**src/design/lfu_pkg.sv**
```systemverilog
// shared types and constants for the lfu cache table
package lfu_pkg;
  localparam int unsigned KEY_W   = 32;
  localparam int unsigned VAL_W   = 32;
  localparam int unsigned CAP_W   = 5;
  localparam int unsigned ADDR_W  = 1;
  localparam logic KIND_GET = 1'b0;
  localparam logic KIND_PUT = 1'b1;
  localparam logic [ADDR_W-1:0] REG_CAPACITY = 1'b0;
  localparam logic [CAP_W-1:0]  CAP_RESET    = 5'd16;

  // command broadcast from the sequencer to every cell
  typedef enum logic [2:0] {
    CMD_NONE,
    CMD_LOOKUP,
    CMD_TOUCH,
    CMD_WRITE_TOUCH,
    CMD_REMOVE,
    CMD_INSERT
  } cell_cmd_t;
endpackage

```
**src/design/lfu_if.sv**
```systemverilog
// valid/ready stream interfaces for the request and result channels
interface lfu_req_if;
  import lfu_pkg::*;
  logic             valid;
  logic             ready;
  logic             kind;
  logic [KEY_W-1:0] key;
  logic signed [VAL_W-1:0] value;
  modport source (output valid, kind, key, value, input ready);
  modport sink   (input valid, kind, key, value, output ready);
endinterface

interface lfu_rsp_if;
  import lfu_pkg::*;
  logic             valid;
  logic             ready;
  logic             hit;
  logic signed [VAL_W-1:0] read_value;
  logic             evicted;
  logic [KEY_W-1:0] evicted_key;
  modport source (output valid, hit, read_value, evicted, evicted_key, input ready);
  modport sink   (input valid, hit, read_value, evicted, evicted_key, output ready);
endinterface

```
**src/design/lfu_cell.sv**
```systemverilog
// one cache slot: key, value, count and recency rank, plus its link in the scan chain
module lfu_cell import lfu_pkg::*; #(
  parameter int unsigned RANK_W  = 4,
  parameter int unsigned COUNT_W = 16
) (
  input  logic                clk,
  input  logic                rst_n,
  input  cell_cmd_t           cmd,
  input  logic                sel,        // this cell is the target slot
  input  logic [RANK_W-1:0]   ref_rank,   // rank of the target before the op
  input  logic [KEY_W-1:0]    cmd_key,
  input  logic [VAL_W-1:0]    cmd_value,
  // scan chain: shift in from neighbor, out to the next cell
  input  logic                scan_shift,
  input  logic                scan_load,
  input  logic                sin_valid,
  input  logic [KEY_W-1:0]    sin_key,
  input  logic [VAL_W-1:0]    sin_value,
  input  logic [COUNT_W-1:0]  sin_count,
  input  logic [RANK_W-1:0]   sin_rank,
  output logic                sout_valid,
  output logic [KEY_W-1:0]    sout_key,
  output logic [VAL_W-1:0]    sout_value,
  output logic [COUNT_W-1:0]  sout_count,
  output logic [RANK_W-1:0]   sout_rank
);
  logic               valid_r;
  logic [KEY_W-1:0]   key_r;
  logic [VAL_W-1:0]   value_r;
  logic [COUNT_W-1:0] count_r;
  logic [RANK_W-1:0]  rank_r;
  logic               sv_r;
  logic [KEY_W-1:0]   sk_r;
  logic [VAL_W-1:0]   sval_r;
  logic [COUNT_W-1:0] sc_r;
  logic [RANK_W-1:0]  sr_r;

  always_ff @(posedge clk) begin
    if (!rst_n) begin
      valid_r <= 1'b0;
      sv_r    <= 1'b0;
    end else begin
      if (scan_load) begin
        sv_r <= valid_r; sk_r <= key_r; sval_r <= value_r; sc_r <= count_r; sr_r <= rank_r;
      end else if (scan_shift) begin
        sv_r <= sin_valid; sk_r <= sin_key; sval_r <= sin_value; sc_r <= sin_count;
        sr_r <= sin_rank;
      end
      case (cmd) inside
        CMD_TOUCH, CMD_WRITE_TOUCH: begin
          if (sel) begin
            rank_r <= '0;
            if (count_r != '1) count_r <= count_r + 1'b1;
            if (cmd == CMD_WRITE_TOUCH) value_r <= cmd_value;
          end else if (valid_r && rank_r < ref_rank) begin
            rank_r <= rank_r + 1'b1;
          end
        end
        CMD_REMOVE: begin
          if (sel) valid_r <= 1'b0;
          else if (valid_r && rank_r > ref_rank) rank_r <= rank_r - 1'b1;
        end
        CMD_INSERT: begin
          if (sel) begin
            valid_r <= 1'b1; key_r <= cmd_key; value_r <= cmd_value;
            count_r <= COUNT_W'(1); rank_r <= '0;
          end else if (valid_r) begin
            rank_r <= rank_r + 1'b1;
          end
        end
        default: ;
      endcase
    end
  end

  assign sout_valid = sv_r;
  assign sout_key   = sk_r;
  assign sout_value = sval_r;
  assign sout_count = sc_r;
  assign sout_rank  = sr_r;
endmodule

```
**src/design/lfu_cache_table.sv**
```systemverilog
// lfu cache table top level: request sequencer, row of slot cells, config register
// Each request steps through the sequencer states in order: a load state copies a snapshot
// of every slot into the cells' scan registers, then the scan state shifts that snapshot
// past the sequencer one slot per cycle, where the key match, the used count, the first
// free slot and the lowest-count/oldest victim are gathered; the apply state updates all
// cells at once, a put that has to evict adds an evict state that inserts the new entry,
// the output state loads the result register and the idle state takes the next request.
// The result sits in an output register, so the next request is taken while it waits;
// the sequencer only stalls in its output state when the previous result has still not
// been taken.
module lfu_cache_table import lfu_pkg::*; #(
  parameter int unsigned MAX_ENTRIES = 16,
  parameter int unsigned COUNT_BITS  = 16
) (
  input  logic              clk,
  input  logic              rst_n,
  lfu_req_if.sink           in_if,
  lfu_rsp_if.source         out_if,
  input  logic              cfg_psel,
  input  logic              cfg_penable,
  input  logic              cfg_pwrite,
  input  logic [ADDR_W+1:0] cfg_paddr,
  input  logic [31:0]       cfg_pwdata,
  output logic [31:0]       cfg_prdata,
  output logic              cfg_pready
);
  localparam int unsigned IDX_W  = (MAX_ENTRIES > 1) ? $clog2(MAX_ENTRIES) : 1;
  localparam int unsigned RANK_W = IDX_W;
  localparam int unsigned CNT_W  = $clog2(MAX_ENTRIES + 1);

  // configuration register
  logic [CAP_W-1:0] capacity_r;
  assign cfg_pready = 1'b1;
  always_ff @(posedge clk) begin
    if (!rst_n) capacity_r <= CAP_RESET;
    else if (cfg_psel && cfg_penable && cfg_pwrite &&
             cfg_paddr[ADDR_W+1:2] == REG_CAPACITY)
      capacity_r <= cfg_pwdata[CAP_W-1:0];
  end
  always_comb begin
    cfg_prdata = '0;
    if (cfg_paddr[ADDR_W+1:2] == REG_CAPACITY) cfg_prdata[CAP_W-1:0] = capacity_r;
  end

  // effective capacity, clamped to depth
  logic [CNT_W-1:0] cap_eff;
  always_comb begin
    if (32'(capacity_r) > 32'(MAX_ENTRIES)) cap_eff = CNT_W'(MAX_ENTRIES);
    else cap_eff = CNT_W'(capacity_r);
  end

  typedef enum logic [2:0] {S_IDLE, S_LOAD, S_SCAN, S_APPLY, S_EVICT, S_OUT} state_t;
  state_t state_r;

  // latched request
  logic             kind_r;
  logic [KEY_W-1:0] key_r;
  logic [VAL_W-1:0] value_r;

  // scan results
  logic [IDX_W:0]     scan_cnt_r;
  logic               found_r;
  logic [IDX_W-1:0]   found_idx_r;
  logic [RANK_W-1:0]  found_rank_r;
  logic [VAL_W-1:0]   found_val_r;
  logic [CNT_W-1:0]   used_r;
  logic               free_r;
  logic [IDX_W-1:0]   free_idx_r;
  logic               vic_r;
  logic [IDX_W-1:0]   vic_idx_r;
  logic [COUNT_BITS-1:0] vic_cnt_r;
  logic [RANK_W-1:0]  vic_rank_r;
  logic [KEY_W-1:0]   vic_key_r;

  // result register
  logic               o_valid_r;
  logic               o_hit_r;
  logic [VAL_W-1:0]   o_rd_r;
  logic               o_ev_r;
  logic [KEY_W-1:0]   o_evk_r;

  // cell row wiring; the chain shifts toward cell 0, whose output the sequencer reads
  cell_cmd_t          cmd;
  logic [IDX_W-1:0]   tgt;
  logic [RANK_W-1:0]  ref_rank;
  logic               scan_load, scan_shift;
  logic               cv   [MAX_ENTRIES];
  logic [KEY_W-1:0]   ck   [MAX_ENTRIES];
  logic [VAL_W-1:0]   cval [MAX_ENTRIES];
  logic [COUNT_BITS-1:0] cc [MAX_ENTRIES];
  logic [RANK_W-1:0]  cr   [MAX_ENTRIES];

  for (genvar g = 0; g < MAX_ENTRIES; g++) begin : g_cell
    logic               nv;
    logic [KEY_W-1:0]   nk;
    logic [VAL_W-1:0]   nval;
    logic [COUNT_BITS-1:0] nc;
    logic [RANK_W-1:0]  nr;
    if (g == MAX_ENTRIES - 1) begin : g_end
      assign nv = 1'b0; assign nk = '0; assign nval = '0; assign nc = '0; assign nr = '0;
    end else begin : g_mid
      assign nv = cv[g+1]; assign nk = ck[g+1]; assign nval = cval[g+1];
      assign nc = cc[g+1]; assign nr = cr[g+1];
    end
    lfu_cell #(.RANK_W(RANK_W), .COUNT_W(COUNT_BITS)) u_cell (
      .clk, .rst_n, .cmd,
      .sel       (tgt == IDX_W'(g)),
      .ref_rank,
      .cmd_key   (key_r),
      .cmd_value (value_r),
      .scan_shift, .scan_load,
      .sin_valid (nv), .sin_key (nk), .sin_value (nval), .sin_count (nc), .sin_rank (nr),
      .sout_valid(cv[g]), .sout_key(ck[g]), .sout_value(cval[g]), .sout_count(cc[g]),
      .sout_rank (cr[g])
    );
  end

  // slot index currently at the head of the chain
  logic [IDX_W-1:0] scan_idx;
  assign scan_idx = scan_cnt_r[IDX_W-1:0];

  logic need_evict;
  assign need_evict = !found_r && (used_r >= cap_eff);

  // a put to a missing key that has to make room first
  logic evict_op;
  assign evict_op = !found_r && kind_r == KIND_PUT && cap_eff != '0 && need_evict && vic_r;

  // in the output state, the result register loads when empty or when its transfer happens this cycle
  logic out_load;
  assign out_load = (state_r == S_OUT) && (!o_valid_r || out_if.ready);

  // command decode for the cells
  always_comb begin
    cmd        = CMD_NONE;
    tgt        = found_idx_r;
    ref_rank   = found_rank_r;
    scan_load  = (state_r == S_LOAD);
    scan_shift = (state_r == S_SCAN);
    unique case (state_r)
      S_APPLY: begin
        if (found_r) begin
          if (kind_r == KIND_GET) cmd = CMD_TOUCH;
          else if (cap_eff != '0) cmd = CMD_WRITE_TOUCH;
        end else if (kind_r == KIND_PUT && cap_eff != '0) begin
          if (need_evict && vic_r) begin
            cmd = CMD_REMOVE; tgt = vic_idx_r; ref_rank = vic_rank_r;
          end else if (free_r) begin
            cmd = CMD_INSERT; tgt = free_idx_r;
          end
        end
      end
      S_EVICT: begin
        // the evicted slot is the lowest free slot only if no lower one was free
        cmd = CMD_INSERT;
        tgt = (free_r && free_idx_r < vic_idx_r) ? free_idx_r : vic_idx_r;
      end
      default: ;
    endcase
  end

  assign in_if.ready      = (state_r == S_IDLE);
  assign out_if.valid       = o_valid_r;
  assign out_if.hit         = o_hit_r;
  assign out_if.read_value  = o_rd_r;
  assign out_if.evicted     = o_ev_r;
  assign out_if.evicted_key = o_evk_r;

  logic better;
  always_comb begin
    better = !vic_r || cc[0] < vic_cnt_r || (cc[0] == vic_cnt_r && cr[0] > vic_rank_r);
  end

  always_ff @(posedge clk) begin
    if (!rst_n) begin
      state_r   <= S_IDLE;
      o_valid_r <= 1'b0;
    end else begin
      if (out_load) o_valid_r <= 1'b1;
      else if (o_valid_r && out_if.ready) o_valid_r <= 1'b0;
      unique case (state_r)
        S_IDLE: begin
          if (in_if.valid && in_if.ready) begin
            kind_r  <= in_if.kind;
            key_r   <= in_if.key;
            value_r <= in_if.value;
            state_r <= S_LOAD;
          end
        end
        S_LOAD: begin
          scan_cnt_r <= '0;
          found_r <= 1'b0; free_r <= 1'b0; vic_r <= 1'b0; used_r <= '0;
          state_r <= S_SCAN;
        end
        S_SCAN: begin
          // head of the chain shows slot scan_idx this cycle
          if (cv[0]) begin
            used_r <= used_r + 1'b1;
            if (!found_r && ck[0] == key_r) begin
              found_r <= 1'b1; found_idx_r <= scan_idx;
              found_rank_r <= cr[0]; found_val_r <= cval[0];
            end
            if (better) begin
              vic_r <= 1'b1; vic_idx_r <= scan_idx; vic_cnt_r <= cc[0];
              vic_rank_r <= cr[0]; vic_key_r <= ck[0];
            end
          end else if (!free_r) begin
            free_r <= 1'b1; free_idx_r <= scan_idx;
          end
          scan_cnt_r <= scan_cnt_r + 1'b1;
          if (scan_cnt_r == (IDX_W+1)'(MAX_ENTRIES - 1)) state_r <= S_APPLY;
        end
        S_APPLY: begin
          if (evict_op) state_r <= S_EVICT;
          else state_r <= S_OUT;
        end
        S_EVICT: state_r <= S_OUT;
        S_OUT: begin
          // wait here while the previous result is still not taken
          if (out_load) begin
            o_hit_r <= found_r;
            o_rd_r  <= (found_r && kind_r == KIND_GET) ? found_val_r : '0;
            o_ev_r  <= evict_op;
            o_evk_r <= evict_op ? vic_key_r : '0;
            state_r <= S_IDLE;
          end
        end
        default: state_r <= S_IDLE;
      endcase
    end
  end

`ifndef SYNTHESIS
  a_no_accept_busy: assert property (@(posedge clk) disable iff (!rst_n)
    (state_r != S_IDLE) |-> !in_if.ready) else $error("accept while busy");
  a_evict_is_put: assert property (@(posedge clk) disable iff (!rst_n)
    $rose(o_valid_r) && o_ev_r |-> kind_r == KIND_PUT && !o_hit_r)
    else $error("eviction without missing put");
  a_out_after_out_state: assert property (@(posedge clk) disable iff (!rst_n)
    $rose(o_valid_r) |-> $past(state_r) == S_OUT) else $error("stray result");
`endif
endmodule
```
**src/flat_wrapper.sv**
```systemverilog
// flat-port wrapper written by rule: the top's interface ports become plain ports
module lfu_cache_table_flat import lfu_pkg::*;
#(
  parameter int unsigned MAX_ENTRIES = 16,
  parameter int unsigned COUNT_BITS  = 16
)
  (clk, rst_n, cfg_psel, cfg_penable, cfg_pwrite, cfg_paddr, cfg_pwdata, cfg_prdata, cfg_pready, in_if_valid, in_if_kind, in_if_key, in_if_value, in_if_ready, out_if_valid, out_if_hit, out_if_read_value, out_if_evicted, out_if_evicted_key, out_if_ready);
  lfu_req_if in_if_i ();
  lfu_rsp_if out_if_i ();
  input  logic clk;
  input  logic rst_n;
  input  logic cfg_psel;
  input  logic cfg_penable;
  input  logic cfg_pwrite;
  input  logic [ADDR_W+1:0] cfg_paddr;
  input  logic [31:0] cfg_pwdata;
  output logic [31:0] cfg_prdata;
  output logic cfg_pready;
  input wire logic [$bits(in_if_i.valid)-1:0] in_if_valid;
  input wire logic [$bits(in_if_i.kind)-1:0] in_if_kind;
  input wire logic [$bits(in_if_i.key)-1:0] in_if_key;
  input wire logic [$bits(in_if_i.value)-1:0] in_if_value;
  output wire logic [$bits(in_if_i.ready)-1:0] in_if_ready;
  output wire logic [$bits(out_if_i.valid)-1:0] out_if_valid;
  output wire logic [$bits(out_if_i.hit)-1:0] out_if_hit;
  output wire logic [$bits(out_if_i.read_value)-1:0] out_if_read_value;
  output wire logic [$bits(out_if_i.evicted)-1:0] out_if_evicted;
  output wire logic [$bits(out_if_i.evicted_key)-1:0] out_if_evicted_key;
  input wire logic [$bits(out_if_i.ready)-1:0] out_if_ready;
  assign in_if_i.valid = in_if_valid;
  assign in_if_i.kind = in_if_kind;
  assign in_if_i.key = in_if_key;
  assign in_if_i.value = in_if_value;
  assign in_if_ready = in_if_i.ready;
  assign out_if_valid = out_if_i.valid;
  assign out_if_hit = out_if_i.hit;
  assign out_if_read_value = out_if_i.read_value;
  assign out_if_evicted = out_if_i.evicted;
  assign out_if_evicted_key = out_if_i.evicted_key;
  assign out_if_i.ready = out_if_ready;
  lfu_cache_table #(.MAX_ENTRIES(MAX_ENTRIES), .COUNT_BITS(COUNT_BITS)) u_core (.clk(clk), .rst_n(rst_n), .in_if(in_if_i), .out_if(out_if_i), .cfg_psel(cfg_psel), .cfg_penable(cfg_penable), .cfg_pwrite(cfg_pwrite), .cfg_paddr(cfg_paddr), .cfg_pwdata(cfg_pwdata), .cfg_prdata(cfg_prdata), .cfg_pready(cfg_pready));
endmodule
```
**config.mk**
```make
export PLATFORM = sky130hd
export DESIGN_NAME = lfu_cache_table_flat
export DESIGN_NICKNAME = d
export VERILOG_FILES = /design/src/design/lfu_pkg.sv /design/src/design/lfu_if.sv /design/src/design/lfu_cell.sv /design/src/design/lfu_cache_table.sv /design/src/flat_wrapper.sv
export SDC_FILE = /design/constraint.sdc
export NUM_CORES = 2
export LEC_CHECK = 0
export ABC_AREA = 1
export BUFFER_PORTS_ARGS = -buffer_cell sky130_fd_sc_hd__buf_2
export CORE_UTILIZATION = 31
export CTS_CLUSTER_SIZE = 8
export DETAILED_ROUTE_END_ITERATION = 8
export PLACE_DENSITY = 0.48
export SLEW_MARGIN = 20
export SYNTH_ARGS = -nofsm -noshare
export SYNTH_HDL_FRONTEND = slang
export SYNTH_HIERARCHICAL = 1
export SYNTH_SLANG_ARGS = --single-unit
```
**constraint.sdc**
```tcl
create_clock -name clk -period 25.5 [get_ports clk]
set_input_delay 5.1 -clock clk [delete_from_list [all_inputs] [get_ports clk]]
set_output_delay 5.1 -clock clk [all_outputs]
set_load 0.01 [all_outputs]
```
==> out/results.tsv <==
metric	value	unit
r2r_slack	20.47	ns
io_pins	208	
grt_overflow	0	
seq_area_frac_synth	72.9	%
num-nets-final	11182	
die_w	629	um
clk_pin_slew	0.05	ns
area_growth	15.2	%
cp_max_fo	6	
tightest_slew	1.15	ns
numCtsBuffers	412	
die_h	629	um
status	finished clean	
drt-total-wl	269000	um
met1_length	124000	um
dr.pass1.iters	6	
synth.distinct_cells	47	
critPathRequiredTime	20.40	ns
relSlewSlack	23.6	%
cts_tree	yes	
critPathLaunchType	input port	
start_util	31.2	%
synth_edf_count	2932	
drt_iter0_markers	4346	
hpwl	181000	um
max-vdd-ir-drop	108	uV
antenna_found_initial	9	
highest_layer	met4	
fillers	37942	
dr_wl_met3	10100	um
hold_viol	0	
port_buffers	150	
syn_avg_cell_area	11.6	um2
power_density	106	nW/um2
drive_above_1_share	9.53	%
synthFlopType	edfxtp_1	
worstPathArrival	5.47	ns
regArea	88900	um2
h-tree-depth	5	
p_leak	53.3	nW
met2_length	128000	um
drc	0	
dpl.cell_count	15711	
postRouteAntennaNets	0	
cts_resized	0	
fin_tns_setup	0	ns
netlist_area	122000	um2
holdPathStages	0	
r2r_cells	20	
slowest_stage	buf_2	
rsz0062_at_grt	no	
avgRoutedWirePerCell	16.5	um
synth_common_cells	4336 x nand2_1, 2932 x edfxtp_1, 696 x inv_1, 553 x nor2_1, 375 x o21ai_0	
grt_max_degree	177	
path_common_cell	buf_2	
clkSinkCount	2973	
clk_path_buf_depth	4	
cp-end-kind	primary output	
synth-seq-cells	2973	
synth_top_area_share	72.2	%
ctsHoldBuffers	0	
worstPathCellList	buf_2, nor2_1, buf_2	
fmax	0.0946	GHz
row_count	229	
post-route-min-period	10.57	ns
path_class	in2out	
utilization	36.0	%
postSynthCellCount	10490	
setup_viol	0	
gp_congestion	0.816	
num_vias	70841	
instances_no_fill	16244	
grt_pass1_vias	71912	
yosys.cell_count.top_type	nand2_1	
viasPerCell	4.36	
skew	0.0757	ns
min-delay-path-class	reg2reg	
multi_input_area	29500	um2
grt_usage	13.3	%
maxCapViolCount	0	
yosys_warnings	6	
worstSkewPairLatency	0.94	ns
cts-root-buf	clkbuf_16	
yosys-top-cells-area	edfxtp_1 72%, nand2_1 13%, inv_1 2.1%	
synth_largest_area_cell	edfxtp_1	
core_region_area	390000	um2
maxSlewViolCount	0	
slowest_delay	0.13	ns
postCtsSetupBuffers	0	
fin_crit_sh	41.4	%
grt_pass1_wl	416000	um
async_reset_ff_share	0	%
hold_ws	0.410	ns
die-area	396000	um2
finalPower	14.9	mW
==> cell type report <==
| class | instances | share of cell area (%) |
|---|---|---|
| flip-flops and latches | 2973 | 63.2 |
| multi-input cells | 6552 | 21.0 |
| clock buffers | 497 | 7.64 |
| well taps | 5197 | 4.63 |
| inverters | 735 | 1.97 |
| repair buffers | 258 | 1.16 |
| clock inverters | 26 | 0.336 |
| diodes | 6 | 0.0107 |
==> flip-flops by register name, summed over array words and instances (netlist names), 64 cells and up <==
signal and cells:
u_core/g_cell.u_cell/value_r 512, u_core/g_cell.u_cell/count_r 256, u_core/g_cell.u_cell/key_r 512, u_core/g_cell.u_cell/sout_value 512, u_core/g_cell.u_cell/sout_rank 64, u_core/g_cell.u_cell/sout_key 512, u_core/g_cell.u_cell/sout_count 256, u_core/g_cell.u_cell/rank_r 64
==> layout by cell type, fill, tap and decap left out, drive strengths merged, types with 2 or more instances in the layout <==
cell / n
nand2: 4415
edfxtp: 2932
inv: 730
nor2: 649
clkbuf: 497
o21ai: 420
a21oi: 296
buf: 258
nand3: 217
ha: 143
conb: 113
nand4: 84
nor3: 50
xnor2: 46
dfxtp: 41
clkinv: 29
or2: 25
o22ai: 24
o21a: 18
xor2: 16
nor3b: 14
a31oi: 8
diode: 6
nand3b: 5
nor4: 4
bufinv: 2
==> power breakdown <==
part | total [mW] | switching (mW) | internal (mW)
clock network | 4.87 | 1.94 | 2.93
registers | 7.10 | 0.309 | 6.79
logic | 2.97 | 2.24 | 0.726
total | 14.9 | 4.49 | 10.4
==> worst paths after layout <==
kind / startpoint / endpoint
max: cfg_paddr[2] / cfg_prdata[2]
min: u_core/g_cell[0].u_cell/sout_value[22] / u_core/found_val_r[22]
max reg2reg: u_core/capacity_r[0] / u_core/g_cell[5].u_cell/count_r[11]
min reg2reg: u_core/g_cell[0].u_cell/sout_value[22] / u_core/found_val_r[22]
==> worst max-delay path, delay by kind of cell <==
kind	cells	cell delay [ns]
buf+inv	2	0.26
simple gates	1	0.10
==> per-stage QoR <==
step | area, um2 | setup slack [ns]
3_3_place_gp | 129000 | 14.91
4_1_cts | 140000 | 14.93
6_report | 141000 | 14.93
3_5_place_dp | 129000 | 14.94
5_1_grt | 141000 | 14.91
2_1_floorplan | 122000 | 13.43
==> per-layer routing <==
metal  GRT usage, %  vias up
li1               -    35861
met1           17.6    33274
met2           22.6     1264
met3           2.01      442
met4           3.56        0
met5              0        -
==> kinds of logic (layout without fill, tap and decap cells) <==
family                     Yosys count  count (layout)  share of synthesized area, %
muxes                                1               1                       0.00923
xor gates and xnor gates            62              62                         0.445
DFF                               2973            2973                          72.9
buffers and inverters             1076            1516                          3.60
other                                2             119                       0.00616
AOI/OAI and AO/OA                  769             769                          3.24
adders and majority gates          143             143                          1.47
and+or+nand+nor                   5464            5464                          18.4
(Power assumes the default switching activity.)
